<file path="src/hw/rtl/ctcgd_pkg.sv">
package ctcgd_pkg;

    // defaults for the top level parameters
    localparam int MAX_CLASSES_DEF = 8192;
    localparam int MAX_STEPS_DEF   = 256;

    // fixed field widths
    localparam int SCORE_W     = 16;
    localparam int CLASS_OUT_W = 13;
    localparam int MEAN_W      = 16;
    localparam int COUNT_OUT_W = 9;

    localparam int IN_DATA_W  = 16;
    localparam int OUT_DATA_W = 40;

    // entries between front and back
    localparam int QUEUE_DEPTH = 2;

    // result kinds carried on m_tuser
    localparam logic KIND_CLASS   = 1'b0;
    localparam logic KIND_SUMMARY = 1'b1;

    // result payload, lowest field last
    typedef struct packed {
        logic                   spare;
        logic                   empty_res;
        logic [COUNT_OUT_W-1:0] char_count;
        logic [MEAN_W-1:0]      mean_score;
        logic [CLASS_OUT_W-1:0] class_index;
    } result_t;

endpackage

</file>
<file path="src/hw/rtl/ctcgd_fifo.sv">
module ctcgd_fifo #(
    parameter int WIDTH = 8,
    parameter int DEPTH = ctcgd_pkg::QUEUE_DEPTH
) (
    input  logic             clk,
    input  logic             rst_n,
    input  logic             push,
    input  logic [WIDTH-1:0] wr_data,
    output logic             full,
    output logic             valid,
    input  logic             pop,
    output logic [WIDTH-1:0] rd_data
);
    import ctcgd_pkg::*;

    localparam int PTR_W = (DEPTH > 1) ? $clog2(DEPTH) : 1;
    localparam int CNT_W = $clog2(DEPTH + 1);

    logic [WIDTH-1:0] mem_reg [DEPTH];
    logic [PTR_W-1:0] wr_ptr_reg;
    logic [PTR_W-1:0] wr_ptr_next;
    logic [PTR_W-1:0] rd_ptr_reg;
    logic [PTR_W-1:0] rd_ptr_next;
    logic [CNT_W-1:0] count_reg;
    logic [CNT_W-1:0] count_next;
    logic             do_push;
    logic             do_pop;

    assign full    = (count_reg == CNT_W'(DEPTH));
    assign valid   = (count_reg != '0);
    assign rd_data = mem_reg[rd_ptr_reg];
    assign do_push = push && !full;
    assign do_pop  = pop && valid;

    always_comb
    begin
        wr_ptr_next = wr_ptr_reg;
        rd_ptr_next = rd_ptr_reg;
        count_next  = count_reg;
        if (do_push)
        begin
            wr_ptr_next = (wr_ptr_reg == PTR_W'(DEPTH - 1)) ? '0 : wr_ptr_reg + PTR_W'(1);
        end
        if (do_pop)
        begin
            rd_ptr_next = (rd_ptr_reg == PTR_W'(DEPTH - 1)) ? '0 : rd_ptr_reg + PTR_W'(1);
        end
        if (do_push && !do_pop)
        begin
            count_next = count_reg + CNT_W'(1);
        end
        else if (do_pop && !do_push)
        begin
            count_next = count_reg - CNT_W'(1);
        end
    end

    always_ff @(posedge clk or negedge rst_n)
    begin
        if (!rst_n)
        begin
            wr_ptr_reg <= '0;
            rd_ptr_reg <= '0;
            count_reg  <= '0;
        end
        else
        begin
            wr_ptr_reg <= wr_ptr_next;
            rd_ptr_reg <= rd_ptr_next;
            count_reg  <= count_next;
        end
    end

    always_ff @(posedge clk)
    begin
        if (do_push)
        begin
            mem_reg[wr_ptr_reg] <= wr_data;
        end
    end

endmodule

</file>
<file path="src/hw/rtl/ctcgd_front.sv">
module ctcgd_front #(
    parameter int MAX_CLASSES = ctcgd_pkg::MAX_CLASSES_DEF,
    parameter int MAX_STEPS   = ctcgd_pkg::MAX_STEPS_DEF,
    localparam int IDX_W = $clog2(MAX_CLASSES),
    localparam int CNT_W = $clog2(MAX_STEPS + 1),
    localparam int SUM_W = ctcgd_pkg::SCORE_W + CNT_W
) (
    input  logic                           clk,
    input  logic                           rst_n,
    input  logic                           s_tvalid,
    output logic                           s_tready,
    input  logic [ctcgd_pkg::IN_DATA_W-1:0] s_tdata,
    input  logic                           s_tlast,
    input  logic                           s_tuser,
    output logic                           q_push,
    input  logic                           q_full,
    output logic                           q_emit,
    output logic [IDX_W-1:0]               q_class,
    output logic                           q_seq_end,
    output logic [SUM_W-1:0]               q_sum,
    output logic [CNT_W-1:0]               q_count
);
    import ctcgd_pkg::*;

    localparam int POS_W = $clog2(MAX_CLASSES + 1);

    logic [POS_W-1:0]   class_pos_reg;
    logic [POS_W-1:0]   class_pos_next;
    logic [SCORE_W-1:0] best_value_reg;
    logic [SCORE_W-1:0] best_value_next;
    logic [IDX_W-1:0]   best_index_reg;
    logic [IDX_W-1:0]   best_index_next;
    logic [IDX_W-1:0]   prev_index_reg;
    logic [IDX_W-1:0]   prev_index_next;
    logic               first_step_reg;
    logic               first_step_next;
    logic [SUM_W-1:0]   score_sum_reg;
    logic [SUM_W-1:0]   score_sum_next;
    logic [CNT_W-1:0]   emit_count_reg;
    logic [CNT_W-1:0]   emit_count_next;

    logic               accept;
    logic [SCORE_W-1:0] score;
    logic               end_step;
    logic               end_seq;
    logic               in_range;
    logic               take;
    logic [SCORE_W-1:0] cur_value;
    logic [IDX_W-1:0]   cur_index;
    logic               emit;
    logic [SUM_W-1:0]   sum_upd;
    logic [CNT_W-1:0]   cnt_upd;

    assign s_tready = !q_full;
    assign accept   = s_tvalid && s_tready;
    assign score    = s_tdata[SCORE_W-1:0];
    assign end_step = s_tlast;
    assign end_seq  = s_tlast && s_tuser;

    always_comb
    begin
        in_range  = (class_pos_reg < POS_W'(MAX_CLASSES));
        take      = in_range && ((class_pos_reg == '0) || (score > best_value_reg));
        cur_value = take ? score : best_value_reg;
        cur_index = take ? class_pos_reg[IDX_W-1:0] : best_index_reg;
        // first maximum of the step wins, repeats and blank are collapsed
        emit      = end_step && (cur_index != '0)
                    && (first_step_reg || (cur_index != prev_index_reg))
                    && (emit_count_reg < CNT_W'(MAX_STEPS));
        sum_upd   = score_sum_reg + (emit ? SUM_W'(cur_value) : '0);
        cnt_upd   = emit_count_reg + CNT_W'(emit);

        class_pos_next  = class_pos_reg;
        best_value_next = best_value_reg;
        best_index_next = best_index_reg;
        prev_index_next = prev_index_reg;
        first_step_next = first_step_reg;
        score_sum_next  = score_sum_reg;
        emit_count_next = emit_count_reg;

        if (accept)
        begin
            if (!end_step)
            begin
                if (in_range)
                begin
                    best_value_next = cur_value;
                    best_index_next = cur_index;
                    class_pos_next  = class_pos_reg + POS_W'(1);
                end
            end
            else
            begin
                class_pos_next  = '0;
                best_value_next = '0;
                best_index_next = '0;
                if (end_seq)
                begin
                    prev_index_next = '0;
                    first_step_next = 1'b1;
                    score_sum_next  = '0;
                    emit_count_next = '0;
                end
                else
                begin
                    prev_index_next = cur_index;
                    first_step_next = 1'b0;
                    score_sum_next  = sum_upd;
                    emit_count_next = cnt_upd;
                end
            end
        end
    end

    // one queue entry per step end that produces any result
    assign q_push    = accept && end_step && (emit || end_seq);
    assign q_emit    = emit;
    assign q_class   = cur_index;
    assign q_seq_end = end_seq;
    assign q_sum     = sum_upd;
    assign q_count   = cnt_upd;

    always_ff @(posedge clk or negedge rst_n)
    begin
        if (!rst_n)
        begin
            class_pos_reg  <= '0;
            best_value_reg <= '0;
            best_index_reg <= '0;
            prev_index_reg <= '0;
            first_step_reg <= 1'b1;
            score_sum_reg  <= '0;
            emit_count_reg <= '0;
        end
        else
        begin
            class_pos_reg  <= class_pos_next;
            best_value_reg <= best_value_next;
            best_index_reg <= best_index_next;
            prev_index_reg <= prev_index_next;
            first_step_reg <= first_step_next;
            score_sum_reg  <= score_sum_next;
            emit_count_reg <= emit_count_next;
        end
    end

endmodule

</file>
<file path="src/hw/rtl/ctcgd_back.sv">
module ctcgd_back #(
    parameter int MAX_CLASSES = ctcgd_pkg::MAX_CLASSES_DEF,
    parameter int MAX_STEPS   = ctcgd_pkg::MAX_STEPS_DEF,
    localparam int IDX_W = $clog2(MAX_CLASSES),
    localparam int CNT_W = $clog2(MAX_STEPS + 1),
    localparam int SUM_W = ctcgd_pkg::SCORE_W + CNT_W
) (
    input  logic                            clk,
    input  logic                            rst_n,
    input  logic                            q_valid,
    output logic                            q_pop,
    input  logic                            q_emit,
    input  logic [IDX_W-1:0]                q_class,
    input  logic                            q_seq_end,
    input  logic [SUM_W-1:0]                q_sum,
    input  logic [CNT_W-1:0]                q_count,
    output logic                            m_tvalid,
    input  logic                            m_tready,
    output logic [ctcgd_pkg::OUT_DATA_W-1:0] m_tdata,
    output logic                            m_tlast,
    output logic                            m_tuser
);
    import ctcgd_pkg::*;

    localparam int STEP_W = $clog2(SUM_W + 1);

    typedef enum logic [1:0] {
        ST_IDLE,
        ST_CLASS,
        ST_DIV
    } state_t;

    state_t             state_reg;
    state_t             state_next;
    logic [IDX_W-1:0]   class_reg;
    logic [IDX_W-1:0]   class_next;
    logic               seq_end_reg;
    logic               seq_end_next;
    logic [CNT_W-1:0]   divisor_reg;
    logic [CNT_W-1:0]   divisor_next;
    logic [SUM_W-1:0]   quo_reg;
    logic [SUM_W-1:0]   quo_next;
    logic [CNT_W-1:0]   rem_reg;
    logic [CNT_W-1:0]   rem_next;
    logic [STEP_W-1:0]  div_left_reg;
    logic [STEP_W-1:0]  div_left_next;
    logic               m_valid_reg;
    logic               m_valid_next;
    result_t            m_data_reg;
    result_t            m_data_next;
    logic               m_last_reg;
    logic               m_last_next;
    logic               m_kind_reg;
    logic               m_kind_next;

    logic               out_free;
    logic [CNT_W:0]     shifted;
    logic [CNT_W:0]     diff;
    logic               ge;
    logic               empty;

    assign out_free = !m_valid_reg || m_tready;
    assign empty    = (divisor_reg == '0);

    always_comb
    begin
        // restoring division, one quotient bit per cycle
        shifted = {rem_reg, quo_reg[SUM_W-1]};
        diff    = shifted - {1'b0, divisor_reg};
        ge      = (shifted >= {1'b0, divisor_reg});

        state_next    = state_reg;
        class_next    = class_reg;
        seq_end_next  = seq_end_reg;
        divisor_next  = divisor_reg;
        quo_next      = quo_reg;
        rem_next      = rem_reg;
        div_left_next = div_left_reg;
        m_valid_next  = m_valid_reg && !m_tready;
        m_data_next   = m_data_reg;
        m_last_next   = m_last_reg;
        m_kind_next   = m_kind_reg;
        q_pop         = 1'b0;

        if (div_left_reg != '0)
        begin
            rem_next      = ge ? diff[CNT_W-1:0] : shifted[CNT_W-1:0];
            quo_next      = {quo_reg[SUM_W-2:0], ge};
            div_left_next = div_left_reg - STEP_W'(1);
        end

        case (state_reg)
            ST_IDLE:
            begin
                q_pop = q_valid;
                if (q_valid)
                begin
                    class_next    = q_class;
                    seq_end_next  = q_seq_end;
                    divisor_next  = q_count;
                    quo_next      = q_sum;
                    rem_next      = '0;
                    div_left_next = STEP_W'(SUM_W);
                    state_next    = q_emit ? ST_CLASS : ST_DIV;
                end
            end
            ST_CLASS:
            begin
                if (out_free)
                begin
                    m_valid_next            = 1'b1;
                    m_kind_next             = KIND_CLASS;
                    m_last_next             = !seq_end_reg;
                    m_data_next             = '0;
                    m_data_next.class_index = CLASS_OUT_W'(class_reg);
                    state_next              = seq_end_reg ? ST_DIV : ST_IDLE;
                end
            end
            ST_DIV:
            begin
                if ((div_left_reg == '0) && out_free)
                begin
                    m_valid_next           = 1'b1;
                    m_kind_next            = KIND_SUMMARY;
                    m_last_next            = 1'b1;
                    m_data_next            = '0;
                    m_data_next.empty_res  = empty;
                    m_data_next.char_count = COUNT_OUT_W'(divisor_reg);
                    // a zero count would give all ones from the divider
                    m_data_next.mean_score = empty ? '0 : MEAN_W'(quo_reg);
                    state_next             = ST_IDLE;
                end
            end
            default:
            begin
                state_next = ST_IDLE;
            end
        endcase
    end

    always_ff @(posedge clk or negedge rst_n)
    begin
        if (!rst_n)
        begin
            state_reg    <= ST_IDLE;
            div_left_reg <= '0;
            m_valid_reg  <= 1'b0;
        end
        else
        begin
            state_reg    <= state_next;
            div_left_reg <= div_left_next;
            m_valid_reg  <= m_valid_next;
        end
    end

    always_ff @(posedge clk)
    begin
        class_reg   <= class_next;
        seq_end_reg <= seq_end_next;
        divisor_reg <= divisor_next;
        quo_reg     <= quo_next;
        rem_reg     <= rem_next;
        m_data_reg  <= m_data_next;
        m_last_reg  <= m_last_next;
        m_kind_reg  <= m_kind_next;
    end

    assign m_tvalid = m_valid_reg;
    assign m_tdata  = m_data_reg;
    assign m_tlast  = m_last_reg;
    assign m_tuser  = m_kind_reg;

endmodule

</file>
<file path="src/hw/rtl/ctc_greedy_decoder_core.sv">
// greedy ctc decoder: takes one class score per cycle, steps of scores back to back, and keeps
// the first maximum of each step; a step whose winner is not blank and differs from the previous
// winner yields a class transaction, and the end of a sequence yields a summary transaction with
// the character count and the truncated mean of the emitted maxima (mean 0 and empty_res set when
// nothing was emitted). the front argmax stage takes a score every cycle; each step end that has
// results goes into a two-entry queue, and the back stage computes the mean with a restoring
// divider that runs while the next sequence streams in. the input stalls only when two further
// step ends with results are queued before the back stage is done, or when results are not taken
// at the output.
module ctc_greedy_decoder_core #(
    parameter int MAX_CLASSES = ctcgd_pkg::MAX_CLASSES_DEF,
    parameter int MAX_STEPS   = ctcgd_pkg::MAX_STEPS_DEF
) (
    input  logic                             clk,
    input  logic                             rst_n,
    input  logic                             s_tvalid,
    output logic                             s_tready,
    input  logic [ctcgd_pkg::IN_DATA_W-1:0]  s_tdata,  // score[15:0]
    input  logic                             s_tlast,  // last_in_step
    input  logic                             s_tuser,  // last_in_sequence
    output logic                             m_tvalid,
    input  logic                             m_tready,
    // class_index[12:0], mean_score[28:13], char_count[37:29], empty_res[38], zero[39]
    output logic [ctcgd_pkg::OUT_DATA_W-1:0] m_tdata,
    output logic                             m_tlast,  // last
    output logic                             m_tuser   // kind
);
    import ctcgd_pkg::*;

    localparam int IDX_W   = $clog2(MAX_CLASSES);
    localparam int CNT_W   = $clog2(MAX_STEPS + 1);
    localparam int SUM_W   = SCORE_W + CNT_W;
    localparam int ENTRY_W = 2 + IDX_W + SUM_W + CNT_W;

    logic               q_push;
    logic               q_full;
    logic               q_valid;
    logic               q_pop;
    logic               f_emit;
    logic [IDX_W-1:0]   f_class;
    logic               f_seq_end;
    logic [SUM_W-1:0]   f_sum;
    logic [CNT_W-1:0]   f_count;
    logic               b_emit;
    logic [IDX_W-1:0]   b_class;
    logic               b_seq_end;
    logic [SUM_W-1:0]   b_sum;
    logic [CNT_W-1:0]   b_count;
    logic [ENTRY_W-1:0] wr_entry;
    logic [ENTRY_W-1:0] rd_entry;

    ctcgd_front #(
        .MAX_CLASSES (MAX_CLASSES),
        .MAX_STEPS   (MAX_STEPS)
    ) u_front (
        .clk       (clk),
        .rst_n     (rst_n),
        .s_tvalid  (s_tvalid),
        .s_tready  (s_tready),
        .s_tdata   (s_tdata),
        .s_tlast   (s_tlast),
        .s_tuser   (s_tuser),
        .q_push    (q_push),
        .q_full    (q_full),
        .q_emit    (f_emit),
        .q_class   (f_class),
        .q_seq_end (f_seq_end),
        .q_sum     (f_sum),
        .q_count   (f_count)
    );

    assign wr_entry = {f_emit, f_class, f_seq_end, f_sum, f_count};

    ctcgd_fifo #(
        .WIDTH (ENTRY_W),
        .DEPTH (QUEUE_DEPTH)
    ) u_queue (
        .clk     (clk),
        .rst_n   (rst_n),
        .push    (q_push),
        .wr_data (wr_entry),
        .full    (q_full),
        .valid   (q_valid),
        .pop     (q_pop),
        .rd_data (rd_entry)
    );

    assign {b_emit, b_class, b_seq_end, b_sum, b_count} = rd_entry;

    ctcgd_back #(
        .MAX_CLASSES (MAX_CLASSES),
        .MAX_STEPS   (MAX_STEPS)
    ) u_back (
        .clk       (clk),
        .rst_n     (rst_n),
        .q_valid   (q_valid),
        .q_pop     (q_pop),
        .q_emit    (b_emit),
        .q_class   (b_class),
        .q_seq_end (b_seq_end),
        .q_sum     (b_sum),
        .q_count   (b_count),
        .m_tvalid  (m_tvalid),
        .m_tready  (m_tready),
        .m_tdata   (m_tdata),
        .m_tlast   (m_tlast),
        .m_tuser   (m_tuser)
    );

endmodule
</file>
<file path="config.mk">
export PLATFORM = sky130hd
export DESIGN_NAME = ctc_greedy_decoder_core
export DESIGN_NICKNAME = d
export VERILOG_FILES = /design/src/hw/rtl/ctcgd_pkg.sv /design/src/hw/rtl/ctcgd_fifo.sv /design/src/hw/rtl/ctcgd_front.sv /design/src/hw/rtl/ctcgd_back.sv /design/src/hw/rtl/ctc_greedy_decoder_core.sv
export SDC_FILE = /design/constraint.sdc
export NUM_CORES = 1
export LEC_CHECK = 0
export BUFFER_PORTS_ARGS = -buffer_cell sky130_fd_sc_hd__buf_2
export CAP_MARGIN = 20
export CORE_MARGIN = 5
export CORE_UTILIZATION = 35
export CTS_CLUSTER_SIZE = 30
export DETAILED_ROUTE_END_ITERATION = 7
export PLACE_DENSITY = 0.55
export SLEW_MARGIN = 20
export SYNTH_ARGS = -nofsm -noshare
export SYNTH_HDL_FRONTEND = slang
export SYNTH_SLANG_ARGS = --single-unit
</file>
<file path="constraint.sdc">
create_clock -name clk -period 16.56 [get_ports clk]
set_input_delay 4.14 -clock clk [delete_from_list [all_inputs] [get_ports clk]]
set_output_delay 4.14 -clock clk [all_outputs]
set_load 0.005 [all_outputs]
</file>
**Word-level counts from Yosys, hierarchy flattened**

Memory sizes are Yosys's and may differ from the RTL's.
Cells that the tools add are included.

- Bits in registers: 202
- Memory bits (writable): 98
- Output and inout bits: 44
- Word-level logic and storage cells: 133
- Memories: 1

- Add/sub/neg operators: 9
- Order comparisons: 4
- Equal/unequal tests: 7
- Multiplexer cells: 48
- Reductions and logical operators: 39

Memory list:

| memory | words | bits a word | read ports | clocked after Yosys merged registers in | write ports | line | source |
|---|---|---|---|---|---|---|---|
| u_queue.mem_reg | 2 | 49 | 1 | 0 | 1 | ctcgd_fifo.sv:19 | `logic [WIDTH-1:0] mem_reg [DEPTH];` |

Operator list:

| kind | count |
|---|---|
| $mux W25 | 4 |
| $mux W16 | 5 |
| $mux W40 | 2 |
| $pmux W40 S2 | 1 |
| $mux W13 | 4 |
| $mux W9 | 5 |
| $mux W14 | 2 |
| $add A25 B25 Y25 | 1 |
| $gt A16 B16 Y1 | 1 |
| $mux W5 | 3 |
| $add A14 B1 Y14 const B | 1 |
| $logic_and A1 B1 Y1 | 14 |
| $logic_not A14 Y1 | 1 |
| $lt A14 B14 Y1 const B | 1 |
| $mux W2 | 7 |
| $ne A13 B13 Y1 | 1 |
| $reduce_bool A13 Y1 | 1 |
| $mux W1 | 11 |
| $ge A10 B9 Y1 | 1 |
| $add A9 B1 Y9 | 1 |
| $logic_not A9 Y1 | 1 |
| $lt A9 B9 Y1 const B | 1 |
| $sub A9 B9 Y9 | 1 |
| $reduce_bool A2 Y1 | 4 |
| other kinds (16) | 33 |

**Longest topological paths before layout**

Gate-level depths: netlist of the first run.

- Depth in word-level cells: 15
- Gate-level depth with buffers: 27
- Mapped depth without buffers: 23

**Modules after synthesis**

From an unflattened synthesis of the first run, not the netlist that was laid out.

- Cell total of the unflattened synthesis: 1233
- Area, all modules: 14318.7 um^2

By module, submodules not included:

| module | instances | cells each | area an instance (um^2) |
|---|---|---|---|
| ctcgd_front | 1 | 651 | 5838.1 |
| ctcgd_back | 1 | 410 | 4490.6 |
| ctcgd_fifo | 1 | 172 | 3990.1 |

**Least setup slack after synthesis of the first run**

Ideal clock, no wire load.

- Path type: input to register
- Start: input s_tdata[14] (netlist bit)
- End: memory u_queue.mem_reg[0][0] (netlist bit) (enable)
- Arrival time: 8.552 ns
- Required time: 16.098 ns
- Slack: 7.547 ns
- Stages on the path: 12
- Buffers on the path: 2
- Path through: ha_1 -> a21oi_1 -> nand2_1 -> a211o_1 -> o31ai_1 -> buf_6 -> mux2i_2 -> a222oi_1 -> a41o_1 -> buf_6 -> a21oi_4 -> nor2b_1

- Cells in the longest elaborated chain, start to end: 13

RTL lines:

| element | line | source |
|---|---|---|
| start, declared | ctc_greedy_decoder_core.sv:18 | `input logic [ctcgd_pkg::IN_DATA_W-1:0] s_tdata,` |
| $gt A16 B16 Y1 * | ctcgd_front.sv:63 | `take = in_range && ((class_pos_reg == '0) \|\| (score > best_value_reg));` |
| $logic_or A1 B1 Y1 * | ctcgd_front.sv:63 |  |
| $logic_and A1 B1 Y1 * | ctcgd_front.sv:63 |  |
| $mux W13 * | ctcgd_front.sv:65 | `cur_index = take ? class_pos_reg[IDX_W-1:0] : best_index_reg;` |
| $ne A13 B13 Y1 / $reduce_bool A13 Y1 (equally long branches) | ctcgd_front.sv:68, ctcgd_front.sv:67 |  |
| $logic_or A1 B1 Y1 / $logic_and A1 B1 Y1 (equally long branches) | ctcgd_front.sv:68, ctcgd_front.sv:67 |  |
| $logic_and A1 B1 Y1 * | ctcgd_front.sv:68 | `&& (first_step_reg \|\| (cur_index != prev_index_reg))` |
| $logic_and A1 B1 Y1 * | ctcgd_front.sv:69 | `&& (emit_count_reg < CNT_W'(MAX_STEPS));` |
| $logic_or A1 B1 Y1 * | ctcgd_front.sv:116 | `assign q_push = accept && end_step && (emit \|\| end_seq);` |
| $logic_and A1 B1 Y1 * | ctcgd_front.sv:116 |  |
| $logic_and A1 B1 Y1 * | ctcgd_fifo.sv:32 | `assign do_push = push && !full;` |
| net u_queue.do_push | ctcgd_fifo.sv:26 | `logic do_push;` |
| $mux W1 * | ctcgd_fifo.sv:76 | `if (do_push)` |
| $mux W1 (implied by the code) * | ctcgd_fifo.sv:78 | `mem_reg[wr_ptr_reg] <= wr_data;` |
| end, declared | ctcgd_fifo.sv:19 |  |

Mark *: on every way through the listed nets, which the timed path passes. The rest lies on a longest branch.

**Final worst setup path of the first run**

- Start: input s_tdata[14] (netlist bit)
- End: register u_front.score_sum_reg[22]

- Cells in the longest elaborated chain, start to end: 11

RTL lines:

| element | line | source |
|---|---|---|
| $gt A16 B16 Y1 * | ctcgd_front.sv:63 |  |
| $logic_or A1 B1 Y1 * | ctcgd_front.sv:63 |  |
| $logic_and A1 B1 Y1 * | ctcgd_front.sv:63 |  |
| $mux W13 * | ctcgd_front.sv:65 |  |
| net f_class[9] | ctc_greedy_decoder_core.sv:40 | `logic [IDX_W-1:0] f_class;` |
| $ne A13 B13 Y1 / $reduce_bool A13 Y1 (equally long branches) | ctcgd_front.sv:68, ctcgd_front.sv:67 |  |
| $logic_or A1 B1 Y1 / $logic_and A1 B1 Y1 (equally long branches) | ctcgd_front.sv:68, ctcgd_front.sv:67 |  |
| $logic_and A1 B1 Y1 * | ctcgd_front.sv:68 |  |
| $logic_and A1 B1 Y1 * | ctcgd_front.sv:69 |  |
| $mux W16 * | ctcgd_front.sv:70 | `sum_upd = score_sum_reg + (emit ? SUM_W'(cur_value) : '0);` |
| $add A25 B25 Y25 * | ctcgd_front.sv:70 |  |
| $mux W25 * | ctcgd_front.sv:97 | `if (end_seq)` |
| end signal, assigned | ctcgd_front.sv:142 | `score_sum_reg <= score_sum_next;` |
| end, declared | ctcgd_front.sv:37 | `logic [SUM_W-1:0] score_sum_reg;` |

Marked as above.
A chain may end at the register's enable or synchronous reset.

==> summary.md, run 1 <==
| Metric | Value |
|---|---|
| H-tree depth | `2` |
| Wire per inst | `roughly 17 um` |
| Startpoint Class | `input port` |
| DRT Pass-1 Iters | `4` |
| First-pass GRT wire length | `around 49,000 um` |
| Largest net degree at the start of global routing | `78` |
| Critical path class | `input port to register` |
| Static Leak | `between 6 and 7 nW` |
| Top post-synthesis cells by area | `edfxtp_1 (35%), dfrtp_1 (18%), dfxtp_1 (4.9%)` |
| TritonCTS buffer count | `36` |
| Drt drc | `0` |
| Clock Skews | `about 28 ps` |
| Sequential-to-total area share from yosys stat | `between 50% and 60%` |
| Clock insertion delay at the later pin of the skew report | `530 ps` |
| Final period util | `a little under three fifths` |
| Synthesized area per cell | `approximately 12 um^2` |
| Fin crit period | `about 9300 ps` |
| Mapped Area | `~14,000 um^2` |
| P_sw | `around 0.0010 W` |
| Fill cells | `approximately 3,700` |
| CP top delay family | `compound AO/OA/AOI/OAI gates` |
| Worst Path Buf+Inv | `4` |
| CP Depth | `24` |
| Type of the most critical hold path | `register to register` |
| Final net count | `approximately 1,300` |
| Die footprint | `~44,000 um^2` |
| CP Max Fanout | `20` |
| Routed vias/inst | `4.939` |
| Placed insts | `~1,700` |
| R2r endpoint | `u_front.score_sum_reg[22]` |
| Top cells by count, synth | `edfxtp_1 (162), nand2_1 (129), dfrtp_1 (102)` |
| Status | `finished, final reports clean` |
| Antenna violation net count after detailed routing | `0` |
| Post-synth top area cell | `edfxtp_1` |
| DIE HEIGHT | `around 210 um` |
| Core Util, Final | `between 40% and 50%` |
| Slew Limit Fails | `0` |
| Vias in the first global route | `about 8,800` |
| Total grt overflow | `0` |
| MaxCap Viol Count | `0` |
| RSZ-0062 raised after global routing | `false` |
| Die width | `roughly 210 um` |
| Setup bufs post-CTS | `0` |
| GPL Wtd Cong | `between 0.8 and 0.9` |
| Cell area power density | `~190 nW/um^2` |
| Hold depth | `2` |
| Clock Power Share | `between 20% and 30%` |
| Row count | `between 70 and 80` |
| Total number of vias | `slightly below 9,000` |
| Sequential share of power | `roughly two fifths` |
| Drt first-iter violations | `390` |
| Number of synthesized flops with an enable pin | `between 150 and 200` |
| Final Hold Viols | `0` |
| Cts repair resizes | `0` |
| Critical-path cell list | `buf_2 > ha_1 > nand4_1 > nor4_1 > a31oi_1 > o31ai_4 > buf_4 > mux2i_4 > inv_2 > a222oi_1 > a41o_1 > nor2_1 > ha_1 > inv_1 > fa_1 > nor2b_1 > o21a_1 > o21ai_1 > a211oi_1 > o31ai_1 > o21ai_1 > nand3_1 > nor4_1 > a221o_1` |
| CP Data Required Time | `approximately 17,000 ps` |
| #FFs+latches synth | `between 200 and 300` |
| R2R depth | `24` |
| Hold bufs inserted after CTS | `0` |
| Initial antenna violation count | `0` |
| Final setup vio count | `0` |
| ANT cells | `0` |
| Comb power frac | `between 30 and 40%` |
| Switching Share | `between 30% and 40%` |
| TritonCTS Sinks | `about 300` |
| Most frequent cell after synthesis | `edfxtp_1` |
| Non-Filler Instances | `1,801` |
| Core area | `38,920 um^2` |
| Critical Path Sink Type | `register` |
| Instance count of the mapped netlist | `~1,200` |
| Final wirelength | `about 30,000 um` |
| Worst-margin pin slew | `977.0 ps` |
| Worst-path clk slew | `60 ps` |
| Clock Root Buffer | `clkbuf_16` |
| Crit path largest cell delay | `~700 ps` |
| Beginning of the worst hold path | `u_back.rem_reg[8]` |
| Count of buffers from port buffering | `between 60 and 70` |
| Hold Crit Endpoint | `u_back.rem_reg[8]` |
| Total track usage | `13.50%` |
| Layout cells sized above 1 | `around 14%` |
| Async SR Flop Fraction | `about a third` |
| Ys Warns | `0` |
| Area share of the largest cell type after synthesis | `35.13%` |
| CTS tree | `yes` |
| Int Pwr | `around 0.0020 W` |
| Syn Nets | `between 1,000 and 1,500` |
| Yosys cell types | `64` |
| Dpl hpwl | `20,030 um` |
| Relative slew slack | `a little over a third` |
| R2R Path Start | `u_front.best_value_reg[13]` |
| Crit path arrival time | `slightly below 10,000 ps` |
| Clk buf depth | `3` |
| Initial Utilization | `about 36%` |
| IO Pins | `66` |
| R2R setup slack | `about 11,000 ps` |
| Area delta synth->final | `15.19%` |
| F_max | `between 100 and 150 MHz` |
| Fin Setup TNS | `0 ps` |
| Largest register FFs | `98` |
| Most common flop cell mapped by yosys | `edfxtp_1` |
| Max VDD drop | `approximately 0.099 mV` |
| Crit-path slowest cell | `a41o_1` |
==> worst max path at each step <==
stage	from	end	slack [ps]
5_1_grt	s_tdata[14]	u_front.score_sum_reg[22]	6780
2_1_floorplan	s_tdata[14]	u_queue.mem_reg[0][0]	7550
3_3_place_gp	s_tdata[14]	u_front.score_sum_reg[23]	6980
3_5_place_dp	s_tdata[14]	u_front.score_sum_reg[22]	6790
6_report	s_tdata[14]	u_front.score_sum_reg[22]	7280
4_1_cts	s_tdata[14]	u_front.score_sum_reg[22]	7300
==> through the flow <==
stage	setup WS, ps	hold WS [ps]	cell area, um^2	total power, W
floorplan	7547	432.3	13850	0.001920
global placement	6982	446.2	14690	0.002227
global route	6778	493.9	15950	0.003251
finish	7279	457.7	15950	0.003040
detailed placement	6789	451.8	14690	0.002242
CTS	7295	459.9	15950	0.003083
==> power groups by stage <==
| stage | registers, W | logic [W] | clock network [W] |
|---|---|---|---|
| 3_5_place_dp | 0.00122 | 0.00102 | 0 |
| 6_report | 0.00121 | 0.00101 | 0.000821 |
| 2_1_floorplan | 0.00119 | 0.000733 | 0 |
| 4_1_cts | 0.00121 | 0.00103 | 0.000848 |
| 3_3_place_gp | 0.00122 | 0.00101 | 0 |
| 5_1_grt | 0.00123 | 0.00114 | 0.000881 |
==> cells in the final DEF, fill, tap and decap left out, types with 4 or more instances in the layout <==
cell,synthesis,layout
or3_1,6,6
o22ai_1,7,7
buf_4,4,13
inv_1,63,63
nand2_1,129,128
dfxtp_1,34,34
nor3_1,15,15
nand2b_1,6,6
a22o_1,35,35
nand4_1,11,11
o211ai_1,4,4
bufinv_16,0,5
a31oi_1,27,27
a221o_1,4,4
nor2_1,67,64
nand3_1,25,25
clkinv_2,0,6
ha_1,50,50
and2_1,6,4
mux2_2,23,23
xor2_1,29,29
a211oi_1,32,32
o21a_1,7,7
a21o_1,8,8
clkbuf_1,51,7
dfrtp_1,102,101
clkbuf_16,0,37
nor4_1,9,9
buf_2,5,63
o21ai_0,60,59
a21oi_1,33,33
xnor2_1,36,36
nor2b_1,49,48
edfxtp_1,162,162
mux2i_1,33,33
and3_1,22,22
==> cell type report <==
class	count	area [um^2]	area share, %
Clock buffer	47	993.5	6.228
Clock inverter	19	260.3	1.632
Inverter	67	251.5	1.577
Multi-Input combinational cell	774	5248	32.90
Sequential cell	299	8125	50.94
Tap cell	518	648.1	4.063
Timing Repair Buffer	77	424.2	2.659
==> layer usage <==
metal	vias to the layer above	GRT usage, %	share of wire [%]
met5	-	0	0
met4	0	3.353	1.5
met3	33	2.624	3.6
met2	126	20.65	45
met1	4308	19.87	50
li1	4428	-	-
==> worst min-delay path, delay by kind of cell, from the launching register on <==
family           cells  cell delay [ps]
flip-flops           1              310
AND/OR/NAND/NOR      1               50
AO/OA/AOI/OAI        1               50
==> kinds of logic (layout without fill, tap and decap cells) <==
group	Yosys count	after routing	share of synthesized area, %
buffers and inverters	129	210	3.759
and+or+nand+nor	359	359	12.57
DFF	299	299	58.67
other	1	1	0.02708
muxes	58	58	4.518
AOI/OAI and AO/OA	239	239	11.54
xor gates and xnor gates	65	65	4.111
adders and majority gates	52	52	4.807
Note: power is estimated with default switching activity, not from simulation.
==> inputs of run 2 (changes only) <==
Settings changed: PLACE_DENSITY 0.55 to 0.57.
Clock period 16.56 ns to 8.28 ns, I/O delays scaled along.
==> summary.md, run 2 (synthesis gave the netlist of run 1 again) <==
| Metric | Value |
|---|---|
| Status | `finished, final reports clean` |
| Total grt overflow | `0 (unchanged)` |
| Drt first-iter violations | `389 (-0.26%)` |
| Critical Path Sink Type | `register` |
| Fin crit period | `between 7000 and 8000 ps` |
| Met2 usage | `21.18% (+0.54 points)` |
| R2R setup slack | `2250 ps (-8340 ps)` |
| F_max | `136.7 MHz` |
| GPL Wtd Cong | `0.8322 (+2.7%)` |
| Hold depth | `2 (unchanged)` |
| CP Data Required Time | `8670 ps (-8310 ps)` |
| Relative slew slack | `35.58% (+0.71 points)` |
| Crit-path slowest cell | `o31ai_4` |
| Most frequent cells in the layout | `edfxtp_1 (162), nand2_1 (128), dfrtp_1 (101), nor2_1 (64)` |
| TritonCTS Sinks | `299 (unchanged)` |
| Slew Limit Fails | `0 (unchanged)` |
| DRT Pass-1 Iters | `4 (unchanged)` |
| Vias in the first global route | `8,953 (+1.6%)` |
| Final period util | `between 80 and 90%` |
| ANT cells | `0 (unchanged)` |
| Max VDD drop | `0.1716 mV (+73%)` |
| Final net count | `1,330 (+0.075%)` |
| Final Hold Viols | `0 (unchanged)` |
| Met1 GRT Util | `19.42% (-0.44 points)` |
| Startpoint Class | `input port` |
| Worst-margin pin slew | `966.4 ps (-10.60 ps)` |
| Layout cells sized above 1 | `14.42% (+0.31 points)` |
| CP Max Fanout | `18 (-10%)` |
| Die width | `208.9 um (unchanged)` |
| Count of buffers from port buffering | `64 (unchanged)` |
| First-pass GRT wire length | `48,630 um (about the same)` |
| H-tree depth | `2 (unchanged)` |
| RSZ-0062 raised after global routing | `false` |
| Area delta synth->final | `15.10% (about the same)` |
| Cell area power density | `379.4 nW/um^2 (+99%)` |
| Type of the most critical hold path | `register to register` |
| Dpl hpwl | `20,330 um (+1.5%)` |
| Row count | `72 (unchanged)` |
| Largest register FFs | `98 (unchanged)` |
| Wire per inst | `16.56 um (about the same)` |
| Met3 Track Usage GR | `2.235% (-0.39 points)` |
| Worst-path clk slew | `60 ps (about the same)` |
| Clock Root Buffer | `clkbuf_16` |
| Final wirelength | `29,820 um (about the same)` |
| Clock insertion delay at the later pin of the skew report | `510 ps (-20 ps)` |
| R2R depth | `23 (-4.2%)` |
| MaxCap Viol Count | `0 (unchanged)` |
| Fin Setup TNS | `0 ps (unchanged)` |
| Clock Skews | `18.16 ps (-9.842 ps)` |
| Fill cells | `3,759 (+0.75%)` |
| GRT busiest layer | `met2` |
| Die footprint | `43,640 um^2 (unchanged)` |
| Initial antenna violation count | `1 (+1)` |
| CTS tree | `yes` |
| Fin area | `15,940 um^2 (about the same)` |
| Static Leak | `6.594 nW (-0.13%)` |
| DIE HEIGHT | `208.9 um (unchanged)` |
| IO Pins | `66 (unchanged)` |
| Clk buf depth | `3 (unchanged)` |
| Commonest non-fill, non-tap cell in the layout | `edfxtp_1` |
| Hold Crit Endpoint | `u_back.rem_reg[8]` |
| Crit path arrival time | `7700 ps (-2000 ps)` |
| Critical-path cell list | `buf_2 > ha_1 > a21oi_1 > nand2_1 > a211o_1 > o31ai_4 > mux2i_4 > inv_2 > a222oi_1 > a41o_1 > nor2_1 > ha_1 > inv_1 > fa_1 > nor2b_1 > o21a_1 > o21ai_1 > a211oi_1 > o31ai_1 > o21ai_1 > nand3_1 > nor4_1 > a221o_1` |
| Setup bufs post-CTS | `0 (unchanged)` |
| Largest net degree at the start of global routing | `79 (+1.3%)` |
| Dpl cell area | `14,710 um^2 (about the same)` |
| Hold bufs inserted after CTS | `0 (unchanged)` |
| TritonCTS buffer count | `35 (-2.8%)` |
| Total track usage | `13.43% (-0.071 points)` |
| R2r endpoint | `u_front.score_sum_reg[22]` |
| Cts repair resizes | `0 (unchanged)` |
| Final setup vio count | `0 (unchanged)` |
| Antenna violation net count after detailed routing | `0 (unchanged)` |
| R2R Path Start | `u_front.class_pos_reg[0]` |
| Core area | `38,920 um^2 (unchanged)` |
| Beginning of the worst hold path | `u_back.rem_reg[8]` |
| Routed vias/inst | `4.998 (+1.2%)` |
| Initial Utilization | `35.58% (unchanged)` |
| Critical path class | `input port to register` |
| Drt drc | `0 (unchanged)` |
| Total number of vias | `9,002 (+1.2%)` |
| Crit path largest cell delay | `740 ps (+60 ps)` |
==> run 2: changes by cell type in the layout (fill, tap and decap cells not counted) <==
| cell | before | now |
|---|---|---|
| clkinvlp_4 | 2 | 5 |
| clkbuf_8 | 3 | 4 |
| inv_6 | 1 | 2 |
| clkinv_8 | 3 | 1 |
| clkinv_1 | 3 | 2 |
| clkbuf_1 | 7 | 4 |
| clkbuf_16 | 37 | 36 |
| buf_4 | 13 | 15 |
==> run 2: per-stage QoR <==
step	util, %	total power (W)	setup WS [ps]	hold slack, ps	std cells
final	40.95	0.006046	966.8	471.2	1801
after global routing	40.95	0.006465	586.2	482.3	1801
after CTS	40.94	0.006137	954.7	471.4	1801
after detailed placement	37.79	0.004492	469.6	462.9	1737
after global placement	37.79	0.004450	644.5	446.5	1737
after floorplan	-	0.003840	1337	432.3	1202
==> run 2: routing by layer <==
layer  vias to the layer above  share of wire, %
li1                       4431                 -
met1                      4378                49
met2                       145                45
met3                        46               3.7
met4                         2               1.8
met5                         -             0.023
==> run 2: power by group <==
| part | switching (W) | internal (W) | leakage [nW] |
|---|---|---|---|
| logic | 0.00123 | 0.000798 | 2.82 |
| clock network | 0.000614 | 0.000995 | 0.589 |
| registers | 0.000235 | 0.00217 | 3.19 |
==> run 2: final cells by class <==
type | count | area, um^2 | share of cell area [%]
clock buffer | 44 | 970.9 | 6.092
inverter | 67 | 251.5 | 1.578
tap | 518 | 648.1 | 4.067
multi-input combinational | 774 | 5248 | 32.93
clock inverter | 20 | 255.2 | 1.602
timing repair buffer | 79 | 439.2 | 2.756
sequential | 299 | 8125 | 50.98
==> run 2: critical path, delay by kind of cell <==
kind,cells,cell delay [ps]
compound gates,11,3710
fa+ha+maj,3,750
simple gates,5,510
mux,1,370
buf+inv,3,240
==> run 2: worst max path at each step <==
stage                           start                   endpoint
final                     s_tdata[14]  u_front.score_sum_reg[22]
after global routing      s_tdata[14]  u_front.score_sum_reg[22]
after CTS                 s_tdata[14]  u_front.score_sum_reg[22]
after detailed placement  s_tdata[14]  u_front.score_sum_reg[22]
after global placement    s_tdata[14]  u_front.score_sum_reg[23]
after floorplan           s_tdata[14]      u_queue.mem_reg[0][0]
